## src/sv/nszl_pkg.sv

```systemverilog
package nszl_pkg;

  // Stream widths
  localparam int IN_W  = 16;
  localparam int OUT_W = 64;

  // Gain is a 17-bit quotient, one bit per divider step
  localparam int GAIN_BITS = 17;

  // Short command queue between front and back end
  localparam int QUEUE_DEPTH = 4;
  localparam int QAW         = 2;

  // Distances tested per cycle in the nearest-flag search
  localparam int SCAN_LANES = 4;

  // Floor division by 12 as (x * 171) >> 11, exact for x below 512
  localparam logic [8:0] DIV12_RECIP = 9'd171;
  localparam int         DIV12_SHIFT = 11;

  typedef enum logic [1:0] {
    ACT_CLEAR   = 2'd0,
    ACT_ADD     = 2'd1,
    ACT_TRIGGER = 2'd2
  } action_t;

  typedef enum logic [1:0] {
    STAT_WRITE_DONE  = 2'd0,
    STAT_LOOKUP_DONE = 2'd1,
    STAT_MAP_EMPTY   = 2'd2,
    STAT_VEL_ZERO    = 2'd3
  } status_t;

  typedef enum logic [2:0] {
    CMD_CLEAR,
    CMD_ADD,
    CMD_SKIP,
    CMD_VEL_ZERO,
    CMD_TRIGGER
  } cmd_kind_t;

  typedef struct packed {
    cmd_kind_t  kind;
    logic [6:0] note;
    logic [6:0] velocity;
  } cmd_t;

  typedef enum logic [2:0] {
    B_IDLE,
    B_ROW_WRITE,
    B_KEY_SCAN,
    B_VEL_SCAN,
    B_DONE
  } back_state_t;

  // 2^(r/12) in Q1.24, rounded to nearest
  function automatic logic [24:0] semitone_q24(input logic [3:0] r);
    logic [24:0] v;
    case (r)
      4'd0:    v = 25'd16777216;
      4'd1:    v = 25'd17774841;
      4'd2:    v = 25'd18831788;
      4'd3:    v = 25'd19951585;
      4'd4:    v = 25'd21137968;
      4'd5:    v = 25'd22394897;
      4'd6:    v = 25'd23726566;
      4'd7:    v = 25'd25137421;
      4'd8:    v = 25'd26632170;
      4'd9:    v = 25'd28215802;
      4'd10:   v = 25'd29893600;
      4'd11:   v = 25'd31671166;
      default: v = 25'd0;
    endcase
    return v;
  endfunction

endpackage

```

## src/sv/nszl_front.sv

```systemverilog
module nszl_front #(
  parameter int NUM_KEYS       = 128,
  parameter int NUM_VELOCITIES = 128
) (
  input  logic                       clk,
  input  logic                       rst,
  input  logic                       in_valid,
  output logic                       in_ready,
  input  logic [nszl_pkg::IN_W-1:0]  in_data,
  output logic                       cmd_valid,
  input  logic                       cmd_ready,
  output nszl_pkg::cmd_t             cmd
);

  localparam logic [8:0] KEY_LIMIT = 9'(NUM_KEYS);
  localparam logic [8:0] VEL_LIMIT = 9'(NUM_VELOCITIES);

  nszl_pkg::action_t   action;
  logic [6:0]          note;
  logic [6:0]          velocity;
  nszl_pkg::cmd_kind_t kind;

  assign action   = nszl_pkg::action_t'(in_data[1:0]);
  assign note     = in_data[8:2];
  assign velocity = in_data[15:9];
  assign in_ready = !cmd_valid || cmd_ready;

  // Classify the item
  always_comb begin
    case (action)
      nszl_pkg::ACT_CLEAR: begin
        kind = nszl_pkg::CMD_CLEAR;
      end
      nszl_pkg::ACT_ADD: begin
        if (({2'b00, note} < KEY_LIMIT) && ({2'b00, velocity} < VEL_LIMIT)) begin
          kind = nszl_pkg::CMD_ADD;
        end else begin
          kind = nszl_pkg::CMD_SKIP;
        end
      end
      nszl_pkg::ACT_TRIGGER: begin
        if (velocity == 7'd0) begin
          kind = nszl_pkg::CMD_VEL_ZERO;
        end else begin
          kind = nszl_pkg::CMD_TRIGGER;
        end
      end
      default: begin
        kind = nszl_pkg::CMD_SKIP;
      end
    endcase
  end

  // Hold the classified command until the queue takes it
  always_ff @(posedge clk) begin
    if (rst) begin
      cmd_valid <= 1'b0;
    end else if (in_ready) begin
      cmd_valid <= in_valid;
    end
  end

  always_ff @(posedge clk) begin
    if (in_valid && in_ready) begin
      cmd.kind     <= kind;
      cmd.note     <= note;
      cmd.velocity <= velocity;
    end
  end

endmodule

```

## config.mk

```make
export PLATFORM = sky130hd
export DESIGN_NAME = nszl_front
export DESIGN_NICKNAME = d
export VERILOG_FILES = /design/src/sv/nszl_pkg.sv /design/src/sv/nszl_front.sv
export SDC_FILE = /design/constraint.sdc
export NUM_CORES = 1
export LEC_CHECK = 0
export BUFFER_PORTS_ARGS = -buffer_cell sky130_fd_sc_hd__clkbuf_2
export CAP_MARGIN = 20
export CORE_MARGIN = 2
export CORE_UTILIZATION = 36
export DETAILED_ROUTE_END_ITERATION = 10
export GPL_TIMING_DRIVEN = 0
export PLACE_DENSITY = 0.84
export SYNTH_ARGS = -nofsm -noshare
export SYNTH_HDL_FRONTEND = slang
export SYNTH_SLANG_ARGS = --single-unit
```

## constraint.sdc

```tcl
create_clock -name clk -period 1.31 [get_ports clk]
set_clock_uncertainty 0.15 [all_clocks]
set_input_delay 0.0655 -clock clk [delete_from_list [all_inputs] [get_ports clk]]
set_output_delay 0.0655 -clock clk [all_outputs]
set_load 0.02 [all_outputs]
```

==> run_results.csv, run 1 <==
group,metric,value,unit
die,die-area,2060,sq um
sta,hold_viol,0,
clock_network,clockRootBuffer,"clkbuf_4",
global_route,grt_pass1_wl,2.15,mm
detailed_routing,ant_nets,0,
sta,min_period,1.27,ns
die,die_x,45.4,microns
detailed_routing,num_vias,478,
power_and_ir_drop,ir_drop,0.712,mV
clock_network,clock_sinks,18,
critical_path,cp.required,1.19,ns
die,start_util,0.396,
global_route,grt_use_total,0.161,
status,status,"finished clean",
critical_path,start_kind,"input pin",
cells_and_area,final_cell_mix,"clkbuf_2 (36), dlygate4sd3_1 (19), edfxtp_1 (17)",
detailed_routing,wl,1.48,mm
critical_path,endpoint_kind,"register",
placement,place_inst,83,
cells_and_area,nFillCells,107,
detailed_routing,drt-pass1-iter-count,2,
power_and_ir_drop,power.share.clock,0.232,
sta,slew_viol_final,0,
clock_network,clock_path_buffers,2,
sta,worstMarginPinSlew,0.281,ns
global_route,grt.overflow.total,0,
global_route,grt_max_degree,18,
hold_path,worstHoldPathType,"input pin to register",
sta,rsz0062_at_grt,"false",
critical_path,critPathMaxFanout,3,
placement,dp_worst_setup_slack,-0.0945,ns
power_and_ir_drop,powerDensity,1070,nW/um^2
clock_network,clock_latency,0.28,ns
yosys,netlist_area,618,sq um
sta,layout_setup_ws,0.0431,ns
sta,holdWs,0.119,ns
yosys,syn_inst,29,
global_route,grt_pass1_vias,524,
sta,setup-violations-final,0,
yosys,synth.net_count,49,
critical_path,worstSetupPathType,"input pin to register",
detailed_routing,wl_per_cell,14.1,microns
die,die_y,45.4,microns
yosys,synth_cell_types,11,
power_and_ir_drop,swShare,0.230,
clock_network,path_clk_slew,0.09,ns
sta,relSlewSlack,0.811,
clock_network,htree_num_levels,1,
power_and_ir_drop,power,1.13,mW
yosys,yosys_warnings,0,
sta,post-route-period-util,0.967,
die,ios,39,
yosys,ys_ff_latch,18,
placement,place_congestion,0.673,
die,core_area,1560,sq um
global_route,antenna_found_initial,0,
clock_network,cts_tree,"yes",
detailed_routing,viasPerCell,4.55,
yosys,synth.yosys.seq_area_share,0.858,
cells_and_area,n_antenna_cell,0,
detailed_routing,drtIter0Drc,6,
power_and_ir_drop,power.share.sequential,0.602,
detailed_routing,drcViolationCount,0,
power_and_ir_drop,p_int,0.870,mW
yosys,syn_area_per_cell,21.3,sq um
clock_network,numCtsBuffers,3,
cells_and_area,drive_gt1_frac,0.494,
power_and_ir_drop,pwr-share-comb,0.167,
cells_and_area,layout.nets,110,
power_and_ir_drop,leakage,0.467,nW
cells_and_area,stdcell_count,105,
clock_network,post_cts_buffers,0,
job,maxCapViolCount,0,
die,fp-row-count,14,
placement,io_buffers,38,
cells_and_area,final_common_cell,"clkbuf_2",
critical_path,crit_arrival,1.15,ns
cells_and_area,final_util,0.677,
power_and_ir_drop,p_sw,0.259,mW
cells_and_area,syn_to_final_growth,70.8,%
placement,dpl.hpwl,963,microns
sta,fmaxAchievable,0.789,GHz
-- flip-flops by register name, summed over array words and instances (netlist names) --
register   flops
cmd           17
cmd_valid      1
-- final timing paths --
path | slack (ns) | to | startpoint | cells after the start
worst max-delay path | 0.04 | cmd[16] | in_data[11] | 4
worst min-delay path | 0.12 | cmd[16] | in_data[11] | 4
worst max register to register | 0.16 | cmd[0] | cmd_valid | 2
worst min register to register | 0.36 | cmd_valid | cmd_valid | 2
-- metrics by stage --
step	area (sq um)	TNS (ns)
after floorplan	628	0
after global placement	838	-0.0650
after detailed placement	838	-0.141
after CTS	1050	0
after global routing	1060	0
final	1060	0
-- metal layers --
layer	up-vias	GRT usage	wire length, microns
li1	233	-	-
met4	0	0.0706	0
met2	31	0.318	821
met1	214	0.139	530
met3	0	0.0556	129
met5	-	0	0
-- kinds of logic (layout without fill, tap and decap cells) --
family                 Yosys count  count (layout)  share of synthesized area
AND/OR/NAND/NOR                  7               7                      0.103
flip-flops                      18              18                      0.858
buffers and inverters            1              61                    0.00607
AO/OA/AOI/OAI                    3               3                     0.0324
-- layout make-up --
class                           instances  area [sq um]  area share
Timing Repair Buffer                   56           382       0.361
Multi-Input combinational cell         10          93.8      0.0889
Inverter                                1          3.75     0.00355
Clock buffer                            3          22.5      0.0213
Tap cell                               16          20.0      0.0190
Sequential cell                        18           531       0.502
Clock inverter                          1          3.75     0.00355
-- critical path, cell delays in order --
cell	delay, ns
buf_6	0.09
or4_4	0.54
nor4_4	0.35
nor2b_1	0.09
-- synth_stat cells, drive strengths merged --
cell    number  area share
edfxtp      17        0.83
nor2b        3       0.030
o21a         1       0.012
a21oi        1      0.0081
nor4         1       0.034
nand2b       1       0.010
a21o         1       0.012
inv          1      0.0061
or4          1       0.018
and2         1       0.010
dfxtp        1       0.032
-- power by group through the flow --
stage / sequential [mW] / combinational (mW) / clock (mW)
detailed placement: 0.693 / 0.142 / 0
floorplan: 0.736 / 0.0271 / 0
finish: 0.680 / 0.188 / 0.262
global placement: 0.692 / 0.139 / 0
global route: 0.683 / 0.202 / 0.299
CTS: 0.680 / 0.186 / 0.280
-- repair_timing --
| item | CTS | global route |
|---|---|---|
| gates resized for setup | 0 | 1 |
| hold buffers | 19 | 0 |
| setup endpoints to repair | 0 | 1 |
| endpoints found under the hold margin | 16 | 0 |
No activity file was read; power rests on OpenSTA's default activity.
==> run 2, diff against run 1 <==
Settings changed: CORE_UTILIZATION 36 to 35, HOLD_SLACK_MARGIN from default to 0.15, PLACE_DENSITY 0.84 to 0.82.
==> run 2 against run 1 <==
  * The flow now finishes with violations (negative hold slack)
  * Design area fell by 3.8%
  * Global-route usage decreased by 3.0 points
  * Combinational power is 7% lower
  * Worst hold slack got worse by 0.30 ns
  * Flip-flop and latch count unchanged
  * Via count fell by 4.2%
  * Sequential share of layout area is 2.0 points higher
  * Largest cell class unchanged
  * Highest routed layer is now met4
==> run_results.csv, run 2 (synthesis gave the netlist of run 1 again) <==
group,metric,value,unit
hold_path,min_to,"cmd[2]",
critical_path,start_kind,"input pin",
clock_network,ctsResizeCount,0,
global_route,grt.overflow.total,0,
critical_path,regToRegEndpoint,"cmd[3]",
clock_network,holdBufCountCts,15,
placement,place_congestion,0.608,
job,maxCapViolCount,0,
die,ios,39,
clock_network,htree_num_levels,1,
clock_network,clock_path_buffers,2,
detailed_routing,wl_per_cell,12.8,microns
critical_path,reg2reg_depth,2,
detailed_routing,drt-pass1-iter-count,4,
power_and_ir_drop,ir_drop,0.573,mV
placement,place_area,840,sq um
detailed_routing,ant_nets,0,
sta,layout_setup_ws,0.0724,ns
die,die-area,2120,sq um
power_and_ir_drop,powerDensity,1110,nW/um^2
cells_and_area,layout.nets,107,
sta,hold_viol,4,
cells_and_area,final_cell_mix,"clkbuf_2 (38), edfxtp_1 (17), dlygate4sd3_1 (15)",
critical_path,endpoint_kind,"register",
cells_and_area,multi_input_area,93.8,sq um
cells_and_area,nFillCells,124,
cells_and_area,design_area,1020,sq um
clock_network,clock_sinks,18,
critical_path,reg2reg_slack,0.15,ns
cells_and_area,n_antenna_cell,0,
placement,dp_worst_setup_slack,-0.0969,ns
detailed_routing,drcViolationCount,0,
critical_path,crit_path_start,"cmd_ready",
cells_and_area,reg.largest.list,"cmd: 17 flops, cmd_valid: 1 flops",
global_route,use_met2,0.272,
die,start_util,0.366,
detailed_routing,viasPerCell,4.45,
clock_network,cts_tree,"yes",
critical_path,r2r_start,"cmd_valid",
sta,worstMarginPinSlew,0.257,ns
global_route,grtUsageMet3,0.0317,
status,violations,"negative hold slack",
critical_path,crit_arrival,1.07,ns
sta,relSlewSlack,0.827,
die,core_area,1690,sq um
sta,min_period,1.24,ns
sta,rsz0062_at_grt,"false",
cells_and_area,final_common_cell,"clkbuf_2",
critical_path,worstSetupPathType,"input pin to register",
global_route,grt_use_total,0.131,
global_route,grt_max_degree,18,
sta,slew_viol_final,0,
status,status,"finished with violations",
critical_path,cp.required,1.14,ns
sta,post-route-period-util,0.945,
detailed_routing,drtIter0Drc,3,
cells_and_area,top_register,"cmd",
power_and_ir_drop,leakage,0.453,nW
die,fp-row-count,15,
placement,io_buffers,38,
hold_path,hold_depth,1,
global_route,grt_pass1_vias,490,
cells_and_area,drive_gt1_frac,0.523,
detailed_routing,wl,1.32,mm
hold_path,hold_path_startpoint,"in_data[11]",
detailed_routing,num_vias,458,
die,die_x,46.0,microns
clock_network,numCtsBuffers,3,
clock_network,post_cts_buffers,0,
global_route,antenna_found_initial,0,
clock_network,path_clk_slew,0.09,ns
global_route,top_usage_layer,"met2",
global_route,met1_usage,0.104,
die,die_y,46.0,microns
clock_network,clockRootBuffer,"clkbuf_4",
hold_path,worstHoldPathType,"input pin to register",
cells_and_area,largest_reg_flops,17,
sta,fmaxAchievable,0.808,GHz
clock_network,clock_latency,0.28,ns
sta,setup-violations-final,0,
global_route,grt_pass1_wl,1.87,mm
power_and_ir_drop,power,1.13,mW
sta,holdWs,-0.178,ns
cells_and_area,syn_to_final_growth,64.4,%
cells_and_area,seqCellArea,531,sq um
critical_path,critPathMaxFanout,17,
## run 2: changes by cell type in the layout (fill, tap and decap cells not counted), sizes merged
cell         previous run  this run
dlygate4sd3            19        15
buf                     1         0
clkinv                  1         0
clkbuf                 39        42
## run 2: worst max path at each step
stage,slack (ns),to
2_1_floorplan,0.07,cmd[16]
3_3_place_gp,-0.08,cmd[16]
3_5_place_dp,-0.1,cmd[16]
4_1_cts,0.06,cmd[9]
5_1_grt,0.01,cmd[9]
6_report,0.07,cmd[3]
## run 2: routing by layer
layer | vias to the layer above | share of wire | wire [microns]
li1 | 227 | - | -
met3 | 4 | 0.11 | 140
met1 | 200 | 0.33 | 435
met5 | - | 0 | 0
met4 | 0 | 0.017 | 23
met2 | 27 | 0.55 | 722
## run 2: stage by stage
stage	std cells	hold slack, ns	util	TNS, ns
2_1_floorplan	29	-0.0154	-	0
3_3_place_gp	84	0.0702	0.497	-0.0871
3_5_place_dp	84	0.0822	0.497	-0.142
4_1_cts	103	-0.181	0.601	0
5_1_grt	103	-0.185	0.601	0
6_report	103	-0.178	0.601	0
## run 2: report_power, final
group	internal [mW]	switching [mW]
Clock	0.118	0.155
Combinational	0.0821	0.0928
Sequential	0.669	0.0115
## run 2: cell type report
cell class	instances	share of cell area
Clock buffer	4	0.0259
Inverter	1	0.00369
Multi-Input combinational cell	10	0.0924
Sequential cell	18	0.522
Tap cell	17	0.0209
Timing Repair Buffer	53	0.335
## run 2: worst max-delay path, stage by stage
cell	delay [ns]
dlygate4sd3_1	0.52
clkbuf_2	0.09
nand2b_4	0.11
and2_4	0.28
