==> src/sv/nszl_pkg.sv <==
package nszl_pkg;

  // Stream widths
  localparam int IN_W  = 16;
  localparam int OUT_W = 64;

  // Gain is a 17-bit quotient, one bit per divider step
  localparam int GAIN_BITS = 17;

  // Short command queue between front and back end
  localparam int QUEUE_DEPTH = 4;
  localparam int QAW         = 2;

  // Distances tested per cycle in the nearest-flag search
  localparam int SCAN_LANES = 4;

  // Floor division by 12 as (x * 171) >> 11, exact for x below 512
  localparam logic [8:0] DIV12_RECIP = 9'd171;
  localparam int         DIV12_SHIFT = 11;

  typedef enum logic [1:0] {
    ACT_CLEAR   = 2'd0,
    ACT_ADD     = 2'd1,
    ACT_TRIGGER = 2'd2
  } action_t;

  typedef enum logic [1:0] {
    STAT_WRITE_DONE  = 2'd0,
    STAT_LOOKUP_DONE = 2'd1,
    STAT_MAP_EMPTY   = 2'd2,
    STAT_VEL_ZERO    = 2'd3
  } status_t;

  typedef enum logic [2:0] {
    CMD_CLEAR,
    CMD_ADD,
    CMD_SKIP,
    CMD_VEL_ZERO,
    CMD_TRIGGER
  } cmd_kind_t;

  typedef struct packed {
    cmd_kind_t  kind;
    logic [6:0] note;
    logic [6:0] velocity;
  } cmd_t;

  typedef enum logic [2:0] {
    B_IDLE,
    B_ROW_WRITE,
    B_KEY_SCAN,
    B_VEL_SCAN,
    B_DONE
  } back_state_t;

  // 2^(r/12) in Q1.24, rounded to nearest
  function automatic logic [24:0] semitone_q24(input logic [3:0] r);
    logic [24:0] v;
    case (r)
      4'd0:    v = 25'd16777216;
      4'd1:    v = 25'd17774841;
      4'd2:    v = 25'd18831788;
      4'd3:    v = 25'd19951585;
      4'd4:    v = 25'd21137968;
      4'd5:    v = 25'd22394897;
      4'd6:    v = 25'd23726566;
      4'd7:    v = 25'd25137421;
      4'd8:    v = 25'd26632170;
      4'd9:    v = 25'd28215802;
      4'd10:   v = 25'd29893600;
      4'd11:   v = 25'd31671166;
      default: v = 25'd0;
    endcase
    return v;
  endfunction

endpackage

==> src/sv/nszl_queue.sv <==
module nszl_queue (
  input  logic          clk,
  input  logic          rst,
  input  logic          in_valid,
  output logic          in_ready,
  input  nszl_pkg::cmd_t in_cmd,
  output logic          out_valid,
  input  logic          out_ready,
  output nszl_pkg::cmd_t out_cmd
);

  nszl_pkg::cmd_t entries [nszl_pkg::QUEUE_DEPTH];

  logic [nszl_pkg::QAW-1:0] wr_ptr;
  logic [nszl_pkg::QAW-1:0] rd_ptr;
  logic [nszl_pkg::QAW:0]   count;
  logic                     push;
  logic                     pop;

  assign in_ready  = (count != (nszl_pkg::QAW+1)'(nszl_pkg::QUEUE_DEPTH));
  assign out_valid = (count != '0);
  assign out_cmd   = entries[rd_ptr];
  assign push      = in_valid && in_ready;
  assign pop       = out_valid && out_ready;

  // Store pushed commands
  always_ff @(posedge clk) begin
    if (push) begin
      entries[wr_ptr] <= in_cmd;
    end
  end

  // Advance pointers and fill level
  always_ff @(posedge clk) begin
    if (rst) begin
      wr_ptr <= '0;
      rd_ptr <= '0;
      count  <= '0;
    end else begin
      if (push) begin
        wr_ptr <= wr_ptr + 1'b1;
      end
      if (pop) begin
        rd_ptr <= rd_ptr + 1'b1;
      end
      if (push && !pop) begin
        count <= count + 1'b1;
      end else if (pop && !push) begin
        count <= count - 1'b1;
      end
    end
  end

endmodule

==> config.mk <==
export PLATFORM = sky130hd
export DESIGN_NAME = nszl_queue
export DESIGN_NICKNAME = d
export VERILOG_FILES = /design/src/sv/nszl_pkg.sv /design/src/sv/nszl_queue.sv
export SDC_FILE = /design/constraint.sdc
export NUM_CORES = 1
export LEC_CHECK = 0
export BUFFER_PORTS_ARGS = -buffer_cell sky130_fd_sc_hd__buf_2
export CELL_PAD_IN_SITES_DETAIL_PLACEMENT = 0
export CELL_PAD_IN_SITES_GLOBAL_PLACEMENT = 2
export CORE_MARGIN = 4
export CORE_UTILIZATION = 40
export CTS_CLUSTER_DIAMETER = 80
export DETAILED_ROUTE_END_ITERATION = 8
export PLACE_DENSITY = 0.84
export SLEW_MARGIN = 20
export SYNTH_ARGS = -nofsm -noshare
export SYNTH_HDL_FRONTEND = slang
export SYNTH_SLANG_ARGS = --single-unit
==> constraint.sdc <==
create_clock -name clk -period 6.2 [get_ports clk]
set_input_delay 0.31 -clock clk [delete_from_list [all_inputs] [get_ports clk]]
set_output_delay 0.31 -clock clk [all_outputs]
set_load 0.01 [all_outputs]
==> results of run 1 <==
registers in the layout, indices dropped and copies added (netlist names), named ones only:
register,cells
rd_ptr,2
wr_ptr,2
count,3
entries,68
cells by family (layout without fill, tap and decap cells):
| kind of cell | count (synthesis) | count (layout) | share of synthesized area, % |
|---|---|---|---|
| AO/OA/AOI/OAI | 5 | 5 | 1.68 |
| XOR/XNOR | 4 | 4 | 1.18 |
| adder cells (fa/ha/maj) | 6 | 6 | 2.78 |
| buffers and inverters | 8 | 58 | 1.90 |
| flip-flops | 77 | 77 | 74.8 |
| multiplexers | 20 | 20 | 14.8 |
| AND/OR/NAND/NOR | 17 | 17 | 2.82 |
report_power, final:
part           leakage [nW]  total [W]  internal [W]  switching (W)
Clock                 0.122   0.000445      0.000269       0.000176
Combinational         0.407   0.000293      0.000157       0.000137
Sequential            0.698   0.000697      0.000634      0.0000633
Total                  1.23    0.00144       0.00106       0.000376
layout make-up:
class,instances,area [sq um],area share [%]
flip-flops and latches,77,2220,63.7
multi-input cells,52,692,19.8
repair buffers,39,195,5.59
clock buffers,9,124,3.55
well taps,99,124,3.55
clock inverters,7,120,3.44
inverters,3,11.3,0.323
placed cells by master, fill, tap and decap left out:
cell type,count
sky130_fd_sc_hd__edfxtp_1,68
sky130_fd_sc_hd__buf_2,39
sky130_fd_sc_hd__mux4_2,10
sky130_fd_sc_hd__clkbuf_8,9
sky130_fd_sc_hd__nor2_1,8
sky130_fd_sc_hd__dfxtp_1,8
sky130_fd_sc_hd__mux4_1,7
sky130_fd_sc_hd__ha_1,5
sky130_fd_sc_hd__and2_1,4
sky130_fd_sc_hd__xor2_1,4
sky130_fd_sc_hd__inv_1,3
sky130_fd_sc_hd__bufinv_16,3
sky130_fd_sc_hd__or3_1,2
sky130_fd_sc_hd__mux2i_1,2
sky130_fd_sc_hd__nand2b_1,2
sky130_fd_sc_hd__inv_6,2
sky130_fd_sc_hd__a21boi_4,1
sky130_fd_sc_hd__nand2_1,1
sky130_fd_sc_hd__o31ai_2,1
sky130_fd_sc_hd__mux2_1,1
sky130_fd_sc_hd__o311ai_1,1
sky130_fd_sc_hd__o21ai_0,1
sky130_fd_sc_hd__a21oi_1,1
sky130_fd_sc_hd__fa_1,1
sky130_fd_sc_hd__dfxtp_2,1
sky130_fd_sc_hd__clkinv_4,1
sky130_fd_sc_hd__clkinv_1,1
metrics by stage:
stage               setup WS, ps  std cells  hold slack, ps
floorplan                   4200        137             409
global placement            3980        270             491
detailed placement          3950        270             525
CTS                         3560        286             161
global route                3770        286             159
finish                      3960        286             183
routing by layer:
layer,wire length (um),vias to the layer above
li1,-,645
met4,38,0
met1,1940,704
met2,2500,46
met3,351,6
met5,0,-
critical path, delay by kind of cell (launching register included):
kind                       cells  cell delay, ps
AOI/OAI and AO/OA              2             420
DFF                            1             480
xor gates and xnor gates       1             160
and+or+nand+nor                2             450
adders and majority gates      2             600
buffers and inverters          1              70
path summary, 6_finish.rpt:
path / startpoint / endpoint / depth (start not counted)
hold / removal: in_cmd[2] / entries[1][2] / 1
setup reg to reg: count[0] / count[2] / 8
setup / recovery: count[0] / count[2] / 8
hold reg to reg: rd_ptr[1] / flop / 2
==> results.md, run 1 <==
* Outcome: completed
* Met3 GRT Util at 5.45%
* Met1 usage in global routing at 13.9%
* Via count at 1,401
* Root Buffer Master: sky130_fd_sc_hd__clkbuf_8
* Cells after Synth at 137
* Fin Clk Skew at 9.64 ps
* Number of antenna violations at the first check in global routing at 0
* Fraction of final layout cells with drive strength greater than 1 at 35.8%
* Total power of the final layout at 0.00144 W
* CP cell instances: nor2_1 > a21boi_4 > ha_1 > inv_1 > fa_1 > xor2_1 > or3_1 > a21oi_1
* Max stage delay on crit path at 480 ps
* Mapped cell area at 2970 sq um
* Worst-Skew Late Latency at 340 ps
* Share of the clock period used by the worst path after layout at 36.2%
* Final weighted congestion of routability-driven global placement at 0.720
* Final design utilization at 48.1%
* Startpoint-to-endpoint class of the critical path: flop to flop
* Total routed wirelength at 4.83 mm
* Worst Max-Slew Pin Slew at 914 ps
* Clock-pin transition on the worst setup and hold timing paths at 80 ps
* Max rail drop VDD at 0.193 mV
* Number of nets in the final layout at 209
* Leading area contributor after synthesis: sky130_fd_sc_hd__edfxtp_1
* Shortest period the worst path allows at 2240 ps
* Boundary Pins at 40
* Kind of end point of the critical path: flop
* Most frequent cell after synthesis: sky130_fd_sc_hd__edfxtp_1
* Number of clock sinks at 77
* Overall die width at 94.2 um
* Synth warnings at 0
* Diode count at 0
* Max transition margin at 39.1%
* Ranking of synthesized cells by instance count: 68 x sky130_fd_sc_hd__edfxtp_1, 10 x sky130_fd_sc_hd__mux4_2, 9 x sky130_fd_sc_hd__dfxtp_1, 8 x sky130_fd_sc_hd__nor2_1, 7 x sky130_fd_sc_hd__mux4_1
* Cell with the largest stage delay on the worst path: sky130_fd_sc_hd__dfxtp_1
* Count of port buffers added during placement at 39
* Final Max Tran Viols at 0
* Busiest layer in global routing: met2
* Total of endpoints with negative setup slack in the final report at 0
* Pin count of the biggest net entering global routing at 18
* Count of flip-flops with a built-in enable after synthesis at 68
* Met2 layer usage reported by global route at 21.0%
* Area enclosed by the die boundary at 8870 sq um
* Number of buffers inserted during clock tree synthesis at 9
* Mapped Nets at 164
* Static leakage at 1.23 nW
* Maximum count of clock buffers along a single path at 2
* First-pass detailed-route iteration total at 4
* Portion of the post-synthesis area used by sequential elements at 74.8%
* Ratio of routed vias to standard cells at 4.90
* Synth Register Bits at 77
* Post-synthesis average cell area at 21.7 sq um
* DRC violation count after routing at 0
* Flip-flop cell with the highest count after synthesis: sky130_fd_sc_hd__edfxtp_1
* Setup Buffers After CTS at 0
* Final Hold Violating Endpoints at 0
* Global routing usage summed across all routing layers at 12.4%
* Row count at 31
* Number of nets with antenna violations after routing at 0
* Areal power density over the cells at 412 nW/um^2
* Number of hold buffers added after CTS at 0
* Die extent in y at 94.2 um
* FFs w/ async S/R, synth at 0%
* Standard cell area after detailed placement at 3240 sq um
* Synth area leaders: sky130_fd_sc_hd__edfxtp_1 69%, sky130_fd_sc_hd__mux4_2 7.6%, sky130_fd_sc_hd__mux4_1 6.2%
* Iter 0 DRT Violations at 118
* Area share of the largest cell type after synthesis at 68.7%
* Max-cap violation count at 0
* Critical Path Start Type: flop
* Worst min-delay path class: input port to flop
* Vias in the first global route at 1,560
* Number of fill cells in the layout at 622
* Core Region at 7250 sq um
* Total congestion overflow at 0
* Wire length of the first global-routing pass at 7.96 mm
* Arr. time, crit path at 2520 ps
* Layout overhead on the synthesized area at 17.5%
* Data required time at the worst endpoint at 6470 ps
* Cell area after layout at 3490 sq um
* Starting utilization of the core area at 41.0%
* Max H-tree Level at 3
* Setup TNS after final layout at 0 ps
* Number of instances resized during post-cts repair at 0
* Yosys cell types at 24
* TritonCTS clock tree: yes
* Largest fanout of any net on the critical path at 7
* Routed wire length per instance at 16.9 um
* Highest clock frequency the design can meet at 446 MHz
* Worst-case register-to-register setup slack at 3960 ps
* RSZ-0062 raised after global routing: no
(Power assumes the default switching activity.)
==> run 2: changes to the inputs <==
--- a/config.mk
+++ b/config.mk
@@ -5,14 +5,15 @@
 export SDC_FILE = /design/constraint.sdc
 export NUM_CORES = 1
 export LEC_CHECK = 0
+export ABC_AREA = 1
 export BUFFER_PORTS_ARGS = -buffer_cell sky130_fd_sc_hd__buf_2
 export CELL_PAD_IN_SITES_DETAIL_PLACEMENT = 0
 export CELL_PAD_IN_SITES_GLOBAL_PLACEMENT = 2
 export CORE_MARGIN = 4
-export CORE_UTILIZATION = 40
+export CORE_UTILIZATION = 36
 export CTS_CLUSTER_DIAMETER = 80
 export DETAILED_ROUTE_END_ITERATION = 8
-export PLACE_DENSITY = 0.84
+export PLACE_DENSITY = 0.86
 export SLEW_MARGIN = 20
 export SYNTH_ARGS = -nofsm -noshare
 export SYNTH_HDL_FRONTEND = slang
==> constraint.sdc (replaced) <==
create_clock -name clk -period 2 [get_ports clk]
set_input_delay 0.1 -clock clk [delete_from_list [all_inputs] [get_ports clk]]
set_output_delay 0.1 -clock clk [all_outputs]
set_load 0.01 [all_outputs]
==> results.md, run 2 <==
* Post-synthesis average cell area at 13.5 sq um (was 21.7 sq um)
* XOR/XNOR share of the synthesized area at 0.279% (was 1.18%)
* Cell area after layout at 3800 sq um (was 3490 sq um)
* DRC violation count after routing at 0 (unchanged)
* Core Region at 8340 sq um (was 7250 sq um)
* Worst-case register-to-register setup slack at 130 ps (was 3960 ps)
* Critical Path Start Type: flop (unchanged)
* Number of flip-flops in the largest register at 68 (unchanged)
* Share of the clock period used by the worst path after layout at 93.6% (was 36.2%)
* Maximum count of clock buffers along a single path at 2 (unchanged)
* Fraction of final layout cells with drive strength greater than 1 at 30.0% (was 35.8%)
* Busiest layer in global routing: met2 (unchanged)
* Via count at 1,913 (was 1,401)
* Starting utilization of the core area at 37.7% (was 41.0%)
* Share of synthesized area spent on multiplexers at 0% (was 14.8%)
* Area enclosed by the die boundary at 10,300 sq um (was 8870 sq um)
* Endpoint of the worst hold path: wr_ptr[0] (was entries[1][2])
* Layout overhead on the synthesized area at 20.9% (was 17.5%)
* Cell internal power dissipation at 0.00291 W (was 0.00106 W)
* Max transition margin at 71.4% (was 39.1%)
* Mapped cell area at 3140 sq um (was 2970 sq um)
* Final weighted congestion of routability-driven global placement at 0.736 (was 0.720)
* Clock-pin transition on the worst setup and hold timing paths at 80 ps (about the same)
* Total routed wirelength at 5.87 mm (was 4.83 mm)
* Met2 layer usage reported by global route at 21.3% (was 21.0%)
* CP cell instances: nor2_4 > nand2_4 > nand2_2 > inv_2 > ha_1 > inv_1 > fa_1 > o21ai_0 > nor2_1 (was nor2_1 > a21boi_4 > ha_1 > inv_1 > fa_1 > xor2_1 > or3_1 > a21oi_1)
* Final Max Tran Viols at 0 (unchanged)
* Total of endpoints with negative setup slack in the final report at 0 (unchanged)
* Synth Register Bits at 77 (unchanged)
* Area used by sequential logic in the layout at 2220 sq um (about the same)
* Seq pwr share at 47.2% (was 48.6%)
* Ratio of routed vias to standard cells at 4.69 (was 4.90)
* Iter 0 DRT Violations at 82 (was 118)
* Portion of the post-synthesis area used by sequential elements at 70.8% (was 74.8%)
* Kind of end point of the critical path: flop (unchanged)
* Place WS at 131 ps (was 3950 ps)
* Hold Path Stages at 4 (was 1)
* Count of port buffers added during placement at 39 (unchanged)
* Most frequent cell after synthesis: sky130_fd_sc_hd__edfxtp_1 (unchanged)
* Row count at 33 (was 31)
* Combinational power share at 29.7% (was 20.4%)
* Outcome: completed (unchanged)
* Setup TNS after final layout at 0 ps (unchanged)
* Setup slack after layout at 128 ps (was 3960 ps)
* Setup Buffers After CTS at 0 (unchanged)
* Cell count of the worst reg-to-reg path at 9 (was 8)
* Max-cap violation count at 0 (unchanged)
* Arr. time, crit path at 2110 ps (was 2520 ps)
* Root Buffer Master: sky130_fd_sc_hd__clkbuf_8 (unchanged)
* Critical path startpoint: count[1] (was count[0])
* Post-synthesis share of cell area spent on full adders, half adders and majority gates at 2.63% (was 2.78%)
* Compound-gate portion of the synthesized area at 12.0% (was 1.68%)
* Ranking of synthesized cells by instance count: 68 x sky130_fd_sc_hd__edfxtp_1, 47 x sky130_fd_sc_hd__nor2_1, 13 x sky130_fd_sc_hd__inv_1, 13 x sky130_fd_sc_hd__o21ai_1, 12 x sky130_fd_sc_hd__o21ai_0 (was 68 x sky130_fd_sc_hd__edfxtp_1, 10 x sky130_fd_sc_hd__mux4_2, 9 x sky130_fd_sc_hd__dfxtp_1, 8 x sky130_fd_sc_hd__nor2_1, 7 x sky130_fd_sc_hd__mux4_1)
* Final Hold Violating Endpoints at 0 (unchanged)
* Bufs and invs on worst path at 2 (was 1)
* Fin Clk Skew at 8.08 ps (was 9.64 ps)
* Met1 usage in global routing at 14.9% (was 13.9%)
* Leading area contributor after synthesis: sky130_fd_sc_hd__edfxtp_1 (unchanged)
* Number of nets in the final layout at 325 (was 209)
* Data required time at the worst endpoint at 2240 ps (was 6470 ps)
* Yosys cell types at 24 (unchanged)
* Max stage delay on crit path at 410 ps (was 480 ps)
* First-pass detailed-route iteration total at 6 (was 4)
* Startpoint-to-endpoint class of the critical path: flop to flop (unchanged)
* Worst-Skew Late Latency at 340 ps (about the same)
* Boundary Pins at 40 (unchanged)
* Highest clock frequency the design can meet at 534 MHz (was 446 MHz)
* RSZ-0062 raised after global routing: no (unchanged)
* Number of fill cells in the layout at 767 (was 622)
* Die extent in y at 101 um (was 94.2 um)
* Number of clock sinks at 77 (unchanged)
* Global routing usage summed across all routing layers at 12.4% (about the same)
* Mapped Nets at 259 (was 164)
* Hold slack final at 71.1 ps (was 183 ps)
* Max rail drop VDD at 0.545 mV (was 0.193 mV)
* Cell with the largest stage delay on the worst path: sky130_fd_sc_hd__fa_1 (was sky130_fd_sc_hd__dfxtp_1)
* Shortest period the worst path allows at 1870 ps (was 2240 ps)
* Flip-flop cell with the highest count after synthesis: sky130_fd_sc_hd__edfxtp_1 (unchanged)
* Leading cell types in the layout, fill and taps excluded: 68 x sky130_fd_sc_hd__edfxtp_1, 43 x sky130_fd_sc_hd__nor2_1, 39 x sky130_fd_sc_hd__buf_2 (was 68 x sky130_fd_sc_hd__edfxtp_1, 39 x sky130_fd_sc_hd__buf_2, 10 x sky130_fd_sc_hd__mux4_2)
* FFs w/ async S/R, synth at 0% (unchanged)
* Startpoint of the worst-slack reg-to-reg timing path: count[1] (was count[0])
* Diode count at 0 (unchanged)
* Switching share of power at 33.3% (was 26.2%)
* Area share of the largest cell type after synthesis at 65.0% (was 68.7%)
* Most common library cell in the layout ignoring fill and taps: sky130_fd_sc_hd__edfxtp_1 (unchanged)
* Largest delay share family, worst path: adder cells (unchanged)
* Synth warnings at 0 (unchanged)
* Worst Max-Slew Pin Slew at 428 ps (was 914 ps)
* Main combinational cell family by area after synthesis: compound AO/OA/AOI/OAI gates (was multiplexers)
* Synth area leaders: sky130_fd_sc_hd__edfxtp_1 65%, sky130_fd_sc_hd__dfxtp_1 5.7%, sky130_fd_sc_hd__nor2_1 5.6% (was sky130_fd_sc_hd__edfxtp_1 69%, sky130_fd_sc_hd__mux4_2 7.6%, sky130_fd_sc_hd__mux4_1 6.2%)
* Count of flip-flops with a built-in enable after synthesis at 68 (unchanged)
* Total congestion overflow at 0 (unchanged)
* Max H-tree Level at 3 (unchanged)
* Register containing the most flip-flops in the final layout: entries (unchanged)
* Worst min-delay path class: input port to flop (unchanged)
* Number of nets with antenna violations after routing at 0 (unchanged)
* Multi-input gate area at 776 sq um (was 692 sq um)
* Clk pwr share at 23.1% (was 31.0%)
* Total net switching power at 0.00145 W (was 0.000376 W)
* Overall die width at 101 um (was 94.2 um)
* Hpwl dp at 3.71 mm
* Routed wire length per instance at 14.4 um (was 16.9 um)
* Met3 GRT Util at 2.89% (was 5.45%)
* Number of antenna violations at the first check in global routing at 0 (unchanged)
* Static leakage at 1.41 nW (was 1.23 nW)
* TritonCTS clock tree: yes (unchanged)
* Number of buffers inserted during clock tree synthesis at 9 (unchanged)
* Vias in the first global route at 1,989 (was 1,560)
* Largest registers: entries x68, count x3 (unchanged)
* Standard cell area after detailed placement at 3440 sq um (was 3240 sq um)
* Pin count of the biggest net entering global routing at 35 (was 18)
* Hold wc startpoint: in_valid (was in_cmd[2])
* Wire length of the first global-routing pass at 9.62 mm (was 7.96 mm)
* Largest fanout of any net on the critical path at 5 (was 7)
* Endpoint of the lowest-slack register-to-register path: count[1] (was count[2])
* Areal power density over the cells at 1150 nW/um^2 (was 412 nW/um^2)
* Post-Synth Simple-Gate Area at 9.44% (was 2.82%)
* Cells after Synth at 232 (was 137)
[run 2: cell count changes after synthesis, sizes merged, moves of 3 or more]
cell,before,now
nor2,8,48
o21ai,1,35
mux4,17,0
o22ai,0,17
nand2,1,15
inv,3,16
buf,4,9
and2,4,0
nand3,0,4
xor2,4,1
[run 2: repair_timing]
item | 4_1_cts | 5_1_grt
hold buffers | 18 | 0
gates resized for setup | 0 | 0
endpoints found under the hold margin | 73 | 0
[run 2: cell type report]
cell class	instances	share of cell area, %
Sequential cell	77	58.5
Timing Repair Buffer	64	11.3
Clock inverter	7	1.35
Multi-Input combinational cell	130	20.4
Clock buffer	9	3.26
Inverter	16	1.71
Tap cell	105	3.46
[run 2: worst max-delay path by stage]
stage                               end  depth (start not counted)
final                          count[1]                          9
after global routing           count[2]                         13
after CTS                      count[1]                          9
after detailed placement       count[1]                          9
after global placement         count[1]                          9
after floorplan           entries[0][0]                          4
[run 2: metal layers]
layer,vias up,routed length [um]
met3,10,207
met2,27,3060
met5,-,0
met1,919,2490
li1,957,-
met4,0,111
[run 2: cells by family after synthesis]
family	Yosys count
simple gates	68
buf+inv	25
xor+xnor	1
compound gates	55
fa+ha+maj	6
flops	77
[run 2: worst register-to-register path, cell delays in order (launching register included)]
cell	delay, ps
sky130_fd_sc_hd__dfxtp_1	370
sky130_fd_sc_hd__nor2_4	180
sky130_fd_sc_hd__nand2_4	80
sky130_fd_sc_hd__nand2_2	140
sky130_fd_sc_hd__inv_2	70
sky130_fd_sc_hd__ha_1	220
sky130_fd_sc_hd__inv_1	90
sky130_fd_sc_hd__fa_1	410
sky130_fd_sc_hd__o21ai_0	170
sky130_fd_sc_hd__nor2_1	50
[run 2: power groups by stage]
stage	Combinational (W)	Sequential [W]	Clock, W
4_1_cts	0.00134	0.00206	0.00104
5_1_grt	0.00145	0.00208	0.00112
6_report	0.00130	0.00206	0.00101
3_5_place_dp	0.00131	0.00209	0
2_1_floorplan	0.000929	0.00207	0
3_3_place_gp	0.00128	0.00209	0
[run 2: per-stage QoR]
step	cells	util, %	total power, W
2_1_floorplan	232	-	0.00300
3_3_place_gp	374	41.3	0.00337
3_5_place_dp	374	41.3	0.00340
4_1_cts	408	45.5	0.00444
5_1_grt	408	45.5	0.00464
6_report	408	45.5	0.00436
